==> src/design/c8ic_pkg.sv <==
`timescale 1ns / 1ps
package c8ic_pkg;

    // result status codes
    localparam logic [1:0] ST_OK       = 2'd0;
    localparam logic [1:0] ST_BAD_FX   = 2'd1;
    localparam logic [1:0] ST_LOAD_OVF = 2'd2;

    localparam logic [11:0] PC_RESET  = 12'h200;
    localparam logic [12:0] PROG_BASE = 13'd512;
    localparam int          FONT_LEN  = 80;

    // datapath operations, one per controller step
    typedef enum logic [3:0] {
        DP_NONE,
        DP_CLEAR,
        DP_TAKE,
        DP_LOAD,
        DP_FETCH_HI,
        DP_FETCH_LO,
        DP_READ_Y,
        DP_EXEC,
        DP_WR_VF,
        DP_WR_VX,
        DP_ST_RD,
        DP_ST_WR,
        DP_LD_RD,
        DP_LD_WR
    } t_dp_op;

    typedef struct packed {
        t_dp_op op;
        logic   publish;
    } t_dp_cmd;

    typedef struct packed {
        logic clr_last;
        logic need_vf;
        logic need_vx;
        logic blk_store;
        logic blk_load;
        logic blk_last;
    } t_dp_stat;

    localparam logic [7:0] FONT [FONT_LEN] = '{
        8'hF0, 8'h90, 8'h90, 8'h90, 8'hF0, 8'h20, 8'h60, 8'h20, 8'h20, 8'h70,
        8'hF0, 8'h10, 8'hF0, 8'h80, 8'hF0, 8'hF0, 8'h10, 8'hF0, 8'h10, 8'hF0,
        8'h90, 8'h90, 8'hF0, 8'h10, 8'h10, 8'hF0, 8'h80, 8'hF0, 8'h10, 8'hF0,
        8'hF0, 8'h80, 8'hF0, 8'h90, 8'hF0, 8'hF0, 8'h10, 8'h20, 8'h40, 8'h40,
        8'hF0, 8'h90, 8'hF0, 8'h90, 8'hF0, 8'hF0, 8'h90, 8'hF0, 8'h10, 8'hF0,
        8'hF0, 8'h90, 8'hF0, 8'h90, 8'h90, 8'hE0, 8'h90, 8'hE0, 8'h90, 8'hE0,
        8'hF0, 8'h80, 8'h80, 8'h80, 8'hF0, 8'hE0, 8'h90, 8'h90, 8'h90, 8'hE0,
        8'hF0, 8'h80, 8'hF0, 8'h80, 8'hF0, 8'hF0, 8'h80, 8'hF0, 8'h80, 8'h80
    };

    function automatic logic [7:0] font_byte(input logic [6:0] idx);
        return (32'(idx) < FONT_LEN) ? FONT[idx] : 8'h00;
    endfunction

endpackage

==> src/design/c8ic_ctrl.sv <==
`timescale 1ns / 1ps
module c8ic_ctrl (
    input  logic               i_clk,
    input  logic               i_rst_n,
    input  logic               i_in_valid,
    output logic               o_in_ready,
    input  logic               i_in_cmd,
    output logic               o_out_valid,
    input  logic               i_out_ready,
    output c8ic_pkg::t_dp_cmd  o_cmd,
    input  c8ic_pkg::t_dp_stat i_stat
);
    typedef enum logic [3:0] {
        S_CLEAR, S_IDLE, S_LOAD, S_FHI, S_FLO, S_RDY, S_EXEC,
        S_WVF, S_WVX, S_STR, S_STW, S_LDR, S_LDW, S_FIN
    } t_state;

    t_state r_state, n_state;
    logic   r_out_valid;
    logic   in_acc, out_free;

    assign o_in_ready  = r_state == S_IDLE;
    assign in_acc      = i_in_valid && o_in_ready;
    assign out_free    = !r_out_valid || i_out_ready;
    assign o_out_valid = r_out_valid;

    always_comb begin
        n_state       = r_state;
        o_cmd.op      = c8ic_pkg::DP_NONE;
        o_cmd.publish = 1'b0;
        unique case (r_state)
            S_CLEAR: begin
                o_cmd.op = c8ic_pkg::DP_CLEAR;
                if (i_stat.clr_last) n_state = S_IDLE;
            end
            S_IDLE: begin
                if (in_acc) begin
                    o_cmd.op = c8ic_pkg::DP_TAKE;
                    n_state  = i_in_cmd ? S_LOAD : S_FHI;
                end
            end
            S_LOAD: begin
                o_cmd.op = c8ic_pkg::DP_LOAD;
                n_state  = S_FIN;
            end
            S_FHI: begin
                o_cmd.op = c8ic_pkg::DP_FETCH_HI;
                n_state  = S_FLO;
            end
            S_FLO: begin
                o_cmd.op = c8ic_pkg::DP_FETCH_LO;
                n_state  = S_RDY;
            end
            S_RDY: begin
                o_cmd.op = c8ic_pkg::DP_READ_Y;
                n_state  = S_EXEC;
            end
            S_EXEC: begin
                o_cmd.op = c8ic_pkg::DP_EXEC;
                priority if (i_stat.need_vf) n_state = S_WVF;
                else if (i_stat.need_vx)     n_state = S_WVX;
                else if (i_stat.blk_store)   n_state = S_STR;
                else if (i_stat.blk_load)    n_state = S_LDR;
                else                         n_state = S_FIN;
            end
            S_WVF: begin
                o_cmd.op = c8ic_pkg::DP_WR_VF;
                n_state  = i_stat.need_vx ? S_WVX : S_FIN;
            end
            S_WVX: begin
                o_cmd.op = c8ic_pkg::DP_WR_VX;
                n_state  = S_FIN;
            end
            S_STR: begin
                o_cmd.op = c8ic_pkg::DP_ST_RD;
                n_state  = S_STW;
            end
            S_STW: begin
                o_cmd.op = c8ic_pkg::DP_ST_WR;
                n_state  = i_stat.blk_last ? S_FIN : S_STR;
            end
            S_LDR: begin
                o_cmd.op = c8ic_pkg::DP_LD_RD;
                n_state  = S_LDW;
            end
            S_LDW: begin
                o_cmd.op = c8ic_pkg::DP_LD_WR;
                n_state  = i_stat.blk_last ? S_FIN : S_LDR;
            end
            S_FIN: begin
                if (out_free) begin
                    o_cmd.publish = 1'b1;
                    n_state       = S_IDLE;
                end
            end
            default: n_state = S_IDLE;
        endcase
    end

    always_ff @(posedge i_clk) begin
        if (!i_rst_n) begin
            r_state     <= S_CLEAR;
            r_out_valid <= 1'b0;
        end else begin
            r_state <= n_state;
            if (o_cmd.publish) begin
                r_out_valid <= 1'b1;
            end else if (i_out_ready) begin
                r_out_valid <= 1'b0;
            end
        end
    end

    a_no_take_in_clear: assert property (@(posedge i_clk) disable iff (!i_rst_n)
        (r_state == S_CLEAR) |-> !o_in_ready)
        else $error("word taken during memory clear");

    a_publish_free: assert property (@(posedge i_clk) disable iff (!i_rst_n)
        o_cmd.publish |-> (!r_out_valid || i_out_ready))
        else $error("result overwrote a pending word");

    a_busy_after_take: assert property (@(posedge i_clk) disable iff (!i_rst_n)
        in_acc |=> !o_in_ready && !o_cmd.publish)
        else $error("accept did not start work");
endmodule
==> config.mk <==
export PLATFORM = sky130hd
export DESIGN_NAME = c8ic_ctrl
export DESIGN_NICKNAME = d
export VERILOG_FILES = /design/src/design/c8ic_pkg.sv /design/src/design/c8ic_ctrl.sv
export SDC_FILE = /design/constraint.sdc
export NUM_CORES = 1
export LEC_CHECK = 0
export ABC_CLOCK_PERIOD_IN_PS = 3600
export BUFFER_PORTS_ARGS = -buffer_cell sky130_fd_sc_hd__buf_2
export CELL_PAD_IN_SITES_DETAIL_PLACEMENT = 2
export CELL_PAD_IN_SITES_GLOBAL_PLACEMENT = 2
export CORE_UTILIZATION = 25
export CTS_CLUSTER_DIAMETER = 40
export DETAILED_ROUTE_END_ITERATION = 8
export PLACE_DENSITY = 0.78
export REMOVE_ABC_BUFFERS = 1
export SYNTH_ARGS = -nofsm -noshare
export SYNTH_HDL_FRONTEND = slang
export SYNTH_SLANG_ARGS = --single-unit
==> constraint.sdc <==
create_clock -name i_clk -period 3.6 [get_ports i_clk]
set_input_delay 0.36 -clock i_clk [delete_from_list [all_inputs] [get_ports i_clk]]
set_output_delay 0.36 -clock i_clk [all_outputs]
set_load 0.005 [all_outputs]
# --- After elaboration in Yosys (flattened, before gate mapping) ---
# Index checks and enable logic that the tools add are counted.
op_classes:
  div_mod_pow: 0
  n_eq_ne: 16
  n_bitwise: 0
  n_mux: 18
  shift: 0
  n_reduce_logical: 7
  n_addsub: 0
  multipliers: 0
  order_cmp: 0
op_table:
  columns: ["cell", "count"]
  rows:
  - ["$pmux 4 s13", 2]
  - ["$eq 4x4->1 const B", 6]
  - ["$mux 3", 6]
  - ["$eq 4x3->1 const B", 4]
  - ["$mux 4", 4]
  - ["$eq 4x2->1 const B", 2]
  - ["$mux 1", 5]
  - ["$eq 4x1->1 const B", 1]
  - ["$logic_not 4->1", 1]
  - ["$ne 2x2->1 const B", 2]
  - ["$reduce_and 3->1", 1]
  - ["$mux 2", 1]
  - ["$ne 2x1->1 const B", 1]
  - ["$reduce_bool 2->1", 1]
  - ["$reduce_or 2->1", 1]
  - ["$logic_and 1x1->1", 1]
  - ["$logic_not 1->1", 1]
  - ["$logic_or 1x1->1", 1]
word_totals:
  regBits: 5
  mem_bits_rw: 0
  output_inout_bits: 7
  memories: 0
  elab_cells: 43
  latch_bits: 0
  mem_bits_ro: 0
  inputBits: 11

# --- Logic depth before layout (Yosys ltp) ---
# Gate-level depths: netlist (run 1).
depth:
  depth_word: 5
  ltp_mapped: 5
  ltp_nobuf: 4

# --- Worst setup path before layout (run 1) ---
# OpenSTA, ideal clock, no wires.
synth_timing:
  path_kind: "reg2out"
  from: "register r_state[1]"
  to: "output port o_cmd[3] in the netlist's numbering"
  slack_ns: 2.262
  arrival_time_ns: 0.978
  n_path_buf: 2
  path_stages_with_launch: 6
  cell_sequence: "dfxtp_1 > buf_2 > clkbuf_1 > nor2_1 > o21ai_1 > o21ai_1"
synth_lines:
  columns: ["element", "line_no", "source"]
  rows:
  - ["start, declared", "c8ic_ctrl.sv:18", "t_state r_state, n_state;"]
  - ["start signal, assigned", "c8ic_ctrl.sv:105", "r_state <= n_state;"]
  - ["end, declared", "c8ic_ctrl.sv:10", "output c8ic_pkg::t_dp_cmd o_cmd,"]

==> impl_metrics.py, run 1 <==
metrics = {
    "status": {
        "status": "finished, final reports clean",
    },
    "power_and_ir_drop": {
        "total_leakage_power_uw": 0.000233,
        "power.ir.vdd_worst_mv": 0.206,
        "finalPower_uw": 297,
        "powerDensity_nw_per_um2": 518,
    },
    "grt": {
        "globalRoute.totalOverflow": 0,
        "grtUsageMet3_pct": 4.80,
        "grt_pass1_wl_um": 2390,
        "grt_pass1_vias": 549,
        "grt_most_used_layer": "met2",
        "track_usage_pct": 17.3,
        "grtUsageMet1_pct": 18.5,
        "met2_usage_pct": 27.0,
        "antenna_found_initial": 0,
        "grt_max_degree": 20,
    },
    "die": {
        "dieArea_um2": 2040,
        "start_util_pct": 26.7,
        "die_x_um": 45.2,
        "die_h_um": 45.2,
        "coreArea_um2": 1750,
        "ioPinCount": 18,
        "row_count": 15,
    },
    "run": {
        "drv_cap": 0,
    },
    "yosys": {
        "yosys_warnings": 0,
        "synth_edf_count": 0,
        "synth.most_common_cell": "a21oi_1",
        "synth_cell_types": 31,
        "syn_area_um2": 467,
        "postSynthCellCount": 71,
        "syn_area_per_cell_um2": 6.57,
        "synth_top_area_cell": "dfxtp_1",
        "yosys-top-cells-count": "a21oi_1 (10), nor2_1 (8), dfxtp_1 (5), nand2_1 (5)",
        "yosysTopAreaCellShare_pct": 21.4,
        "synth_ff_type": "dfxtp_1",
        "synthArstFlopShare_pct": 0,
        "synth-seq-area-share_pct": 21.4,
        "ys_ff_latch": 5,
        "synth_top_cells_by_area": "dfxtp_1 (21%), a21oi_1 (11%), nor2_1 (6.4%)",
    },
    "timing": {
        "grt_setup_unrepaired": "false",
        "setup_tns_ns": 0,
        "worstMarginPinSlew_ns": 0.621,
        "slew_violations": 0,
        "period_needed_ns": 1.94,
        "period_share_pct": 53.8,
        "fmax_mhz": 516,
        "relSlewSlack_pct": 58.5,
        "hold_viol_final": 0,
        "whs_ns": 0.361,
        "finalSetupViolCount": 0,
        "clock_skew_ns": 0.00774,
    },
    "setup_path": {
        "crit_buf_inv": 1,
        "path_class": "register to output port",
        "worstPathCellList": "and2_1, nand3b_1, nor2_1, buf_2",
        "critPathMaxFanout": 17,
        "crit_family": "flip-flops",
        "cp_slowest_cell": "dfxtp_1",
        "cp.arrival_ns": 1.58,
        "ff2ff_setup_slack_ns": 2.01,
        "cp.required_ns": 3.24,
        "critPathMaxStageDelay_ns": 0.64,
        "start_kind": "register",
        "end_kind": "output port",
    },
    "cells_and_area": {
        "syn_to_final_growth_pct": 22.8,
        "antennaDiodeCount": 0,
        "nets": 98,
        "stdcell_count": 111,
        "drive_gt1_share_pct": 24.4,
        "final_util_pct": 32.8,
    },
    "placed_design": {
        "place_congestion": 0.684,
        "io_buffers": 17,
        "dp_cells": 107,
        "dp_hpwl_um": 1030,
    },
    "cts": {
        "cts_inserted_buffers": 3,
        "cts_tree": "built",
        "hold_buffers": 0,
        "cts_resized": 0,
        "path_clk_slew_ns": 0.05,
        "post-cts-setup-buffers": 0,
        "clockBufferDepth": 2,
        "cts_max_level": 1,
        "cts_sinks": 5,
        "insertion_delay_ns": 0.26,
        "root_buffer": "clkbuf_4",
    },
    "route": {
        "vias": 571,
        "antenna_left": 0,
        "first_pass_iters": 4,
        "routedWlPerCell_um": 13.3,
        "dr.first_iter.drc_count": 2,
        "route.detailed.drc": 0,
        "vias_per_cell": 5.14,
        "postRouteWirelength_um": 1470,
    },
    "min_path": {
        "worstHoldPathType": "primary input to register",
    },
}
## worst min-delay path: cells and delay by family
family	cells	cell delay, ns
buffers and inverters	1	0.11
and+or+nand+nor	1	0.06
AOI/OAI and AO/OA	1	0.04
## per-layer routing
layer / up-vias / wire [µm]
met1: 271 / 643
met2: 13 / 742
met5: - / 0
met3: 2 / 59
li1: 285 / -
met4: 0 / 28
## registers in the layout, indices dropped and copies added, names as in the netlist
register	cells
o_out_valid	1
r_state	4
## metrics by stage
stage	instance area, µm²	setup WS [ns]
floorplan	430	2.25
global placement	547	1.96
detailed placement	547	1.94
CTS	573	1.65
global route	573	1.48
finish	573	1.66
## report_power, final
group / leakage, µW / internal [µW] / switching (µW)
Combinational: 0.000177 / 63.1 / 54.8
Sequential: 0.0000407 / 65.0 / 42.5
Clock: 0.0000150 / 42.3 / 29.2
Total: 0.000233 / 170 / 127
## worst paths after layout
| path | start | endpoint | depth (start not counted) |
|---|---|---|---|
| setup / recovery | r_state[3]$_SDFFE_PN0P_ | o_cmd[0] | 4 |
| hold / removal | i_rst_n | r_state[1]$_SDFFE_PN0P_ | 3 |
| setup reg to reg | r_state[0]$_SDFFE_PN0P_ | r_state[3]$_SDFFE_PN0P_ | 4 |
| hold reg to reg | o_out_valid$_SDFFE_PN0P_ | o_out_valid$_SDFFE_PN0P_ | 3 |
## layout by cell type, fill, tap and decap left out, drive strengths merged
cell     synthesis  final
or3              2      2
o21bai           1      1
clkbuf           2      4
dfxtp            5      5
nor4             1      1
nand4b           1      1
a2111oi          1      1
a311o            1      1
nor2b            2      2
nand3            1      1
a32oi            1      1
o22ai            1      1
and3b            1      1
inv              4      4
o311ai           2      2
a31oi            1      1
a21oi           10     10
nand2b           2      2
nand3b           1      1
or2              1      1
nand2            5      5
and2             1      1
nor2             8      8
nand4            1      1
nor3             3      3
o21ai            8      8
buf              4     17
## area by class of cell
type,instances,area [µm²]
fillers,235,1170
multi-input cells,56,315
flip-flops and latches,5,100
repair buffers,17,85.1
well taps,25,31.3
clock buffers,4,26.3
inverters,4,15.0
## cells by family after synthesis
logic type / after synthesis / synth area share [%]
simple gates: 30 / 34.0
buf+inv: 10 / 11.0
compound gates: 26 / 33.5
flops: 5 / 21.4
(Power assumes the default switching activity.)
==> inputs of run 2 (changes only) <==
--- a/config.mk
+++ b/config.mk
@@ -5,14 +5,14 @@
 export SDC_FILE = /design/constraint.sdc
 export NUM_CORES = 1
 export LEC_CHECK = 0
-export ABC_CLOCK_PERIOD_IN_PS = 3600
+export ABC_CLOCK_PERIOD_IN_PS = 1850
 export BUFFER_PORTS_ARGS = -buffer_cell sky130_fd_sc_hd__buf_2
 export CELL_PAD_IN_SITES_DETAIL_PLACEMENT = 2
 export CELL_PAD_IN_SITES_GLOBAL_PLACEMENT = 2
-export CORE_UTILIZATION = 25
+export CORE_UTILIZATION = 23
 export CTS_CLUSTER_DIAMETER = 40
 export DETAILED_ROUTE_END_ITERATION = 8
-export PLACE_DENSITY = 0.78
+export PLACE_DENSITY = 0.72
 export REMOVE_ABC_BUFFERS = 1
 export SYNTH_ARGS = -nofsm -noshare
 export SYNTH_HDL_FRONTEND = slang
==> constraint.sdc (replaced) <==
create_clock -name i_clk -period 1.85 [get_ports i_clk]
set_input_delay 0.185 -clock i_clk [delete_from_list [all_inputs] [get_ports i_clk]]
set_output_delay 0.185 -clock i_clk [all_outputs]
set_load 0.005 [all_outputs]
==> impl_metrics.py, run 2 (same netlist as run 1, synthesis figures left out) <==
metrics = {
    "grt": {
        "globalRoute.totalOverflow": 0,
        "grt_max_degree": 18,
        "grt_pass1_vias": 575,
        "antenna_found_initial": 0,
        "grt_pass1_wl_um": 2630,
        "track_usage_pct": 17.5,
    },
    "status": {
        "status": "finished, final reports clean",
    },
    "cells_and_area": {
        "nets": 101,
        "stdcell_count": 114,
        "drive_gt1_share_pct": 27.0,
        "syn_to_final_growth_pct": 27.6,
        "final_common_cell": "buf_2",
        "final_cell_mix": "buf_2 (17), a21oi_1 (10), nor2_1 (8), nand2_1 (5), dfxtp_1 (5)",
        "regMostFlops": "r_state",
        "design_area_um2": 596,
        "antennaDiodeCount": 0,
        "largest_reg_flops": 4,
    },
    "power_and_ir_drop": {
        "powerDensity_nw_per_um2": 1010,
        "power_frac_comb_pct": 45.7,
        "p_switching_uw": 252,
        "p_int_uw": 350,
        "power.ir.vdd_worst_mv": 0.351,
        "seq_power_share_pct": 32.4,
        "swShare_pct": 41.9,
        "total_leakage_power_uw": 0.000249,
        "clockPowerShare_pct": 21.9,
    },
    "placed_design": {
        "placed_area_um2": 569,
        "dp_hpwl_um": 1210,
        "dp_cells": 110,
        "place_congestion": 0.754,
        "io_buffers": 17,
    },
    "route": {
        "met1_length_um": 782,
        "routedWlPerCell_um": 14.4,
        "vias": 597,
        "first_pass_iters": 3,
        "postRouteWirelength_um": 1640,
        "dr_wl_met2_um": 799,
        "dr_wl_met3_um": 33,
        "dr.first_iter.drc_count": 8,
        "vias_per_cell": 5.24,
        "route.detailed.drc": 0,
        "top_layer": "met4",
        "antenna_left": 0,
    },
    "setup_path": {
        "cp.arrival_ns": 1.54,
        "cp.required_ns": 1.66,
        "ff2ff_setup_slack_ns": 0.31,
        "reg2reg_to": "r_state[1]$_SDFFE_PN0P_",
        "rr_startpoint": "r_state[1]$_SDFFE_PN0P_",
        "critPathMaxFanout": 17,
        "end_kind": "output port",
        "ff2ff_path_depth": 3,
        "path_class": "register to output port",
        "start_kind": "register",
    },
    "die": {
        "start_util_pct": 25.6,
        "coreArea_um2": 1820,
        "ioPinCount": 18,
        "row_count": 15,
        "die_h_um": 47.0,
        "die_x_um": 47.0,
        "dieArea_um2": 2210,
    },
    "cts": {
        "cts_sinks": 5,
        "root_buffer": "clkbuf_4",
        "clockBufferDepth": 2,
        "cts_resized": 0,
        "post-cts-setup-buffers": 0,
        "cts_inserted_buffers": 3,
        "cts_max_level": 1,
        "path_clk_slew_ns": 0.05,
        "insertion_delay_ns": 0.25,
        "hold_buffers": 0,
        "cts_tree": "built",
    },
    "timing": {
        "finalSetupViolCount": 0,
        "hold_viol_final": 0,
        "relSlewSlack_pct": 65.9,
        "slew_violations": 0,
        "worstMarginPinSlew_ns": 0.511,
        "period_share_pct": 93.0,
        "fmax_mhz": 581,
        "clock_skew_ns": 0.00488,
        "setup_tns_ns": 0,
        "grt_setup_unrepaired": "false",
        "period_needed_ns": 1.72,
    },
    "min_path": {
        "hold_depth": 3,
        "worstHoldPathType": "primary input to register",
        "whs_endpoint": "r_state[1]$_SDFFE_PN0P_",
        "hp-start": "i_rst_n",
    },
    "run": {
        "drv_cap": 0,
    },
}
## run 2: changes by cell type in the layout (fill, tap and decap cells not counted)
cell | previous run | this run
buf_4 | 0 | 3
## run 2: power groups by stage
stage	Sequential [µW]	Clock [µW]	Combinational [µW]
3_3_place_gp	193	0	273
2_1_floorplan	184	0	159
3_5_place_dp	197	0	280
6_report	195	132	275
5_1_grt	202	144	316
4_1_cts	195	139	281
## run 2: layout make-up
class	count	area [µm²]
sequential	5	100
fill	255	1220
clock buffer	4	26.3
inverter	4	15.0
multi-input combinational	56	315
tap	25	31.3
timing repair buffer	20	108
## run 2: critical path, cell delays in order, from the launching register on
cell	delay, ns
dfxtp_1	0.63
and2_1	0.31
nand3b_1	0.13
nor2_1	0.10
buf_2	0.11
## run 2: stage by stage
stage          utilization (%)  hold WS [ns]  power (µW)  worst slack, ns
2_1_floorplan                -         0.316         344            0.531
3_3_place_gp              31.3         0.489         466            0.340
3_5_place_dp              31.3         0.491         477            0.324
4_1_cts                   32.7         0.222         615            0.108
5_1_grt                   32.7         0.234         662           0.0116
6_report                  32.7         0.223         602            0.130
## run 2: how the worst max path moves through the flow
stage                     cells past startpoint                    start                 endpoint
after floorplan                               4  r_state[0]$_SDFFE_PN0P_  r_state[0]$_SDFFE_PN0P_
after detailed placement                      3  r_state[1]$_SDFFE_PN0P_  r_state[1]$_SDFFE_PN0P_
after global routing                          4  r_state[3]$_SDFFE_PN0P_                 o_cmd[0]
after global placement                        3  r_state[1]$_SDFFE_PN0P_  r_state[1]$_SDFFE_PN0P_
final                                         4  r_state[3]$_SDFFE_PN0P_                 o_cmd[0]
after CTS                                     4  r_state[3]$_SDFFE_PN0P_                 o_cmd[0]
## run 2: per-layer routing
metal	up-vias	track usage, %
li1	295	-
met3	2	3.46
met2	12	28.1
met4	0	10.3
met5	-	0
met1	288	21.7
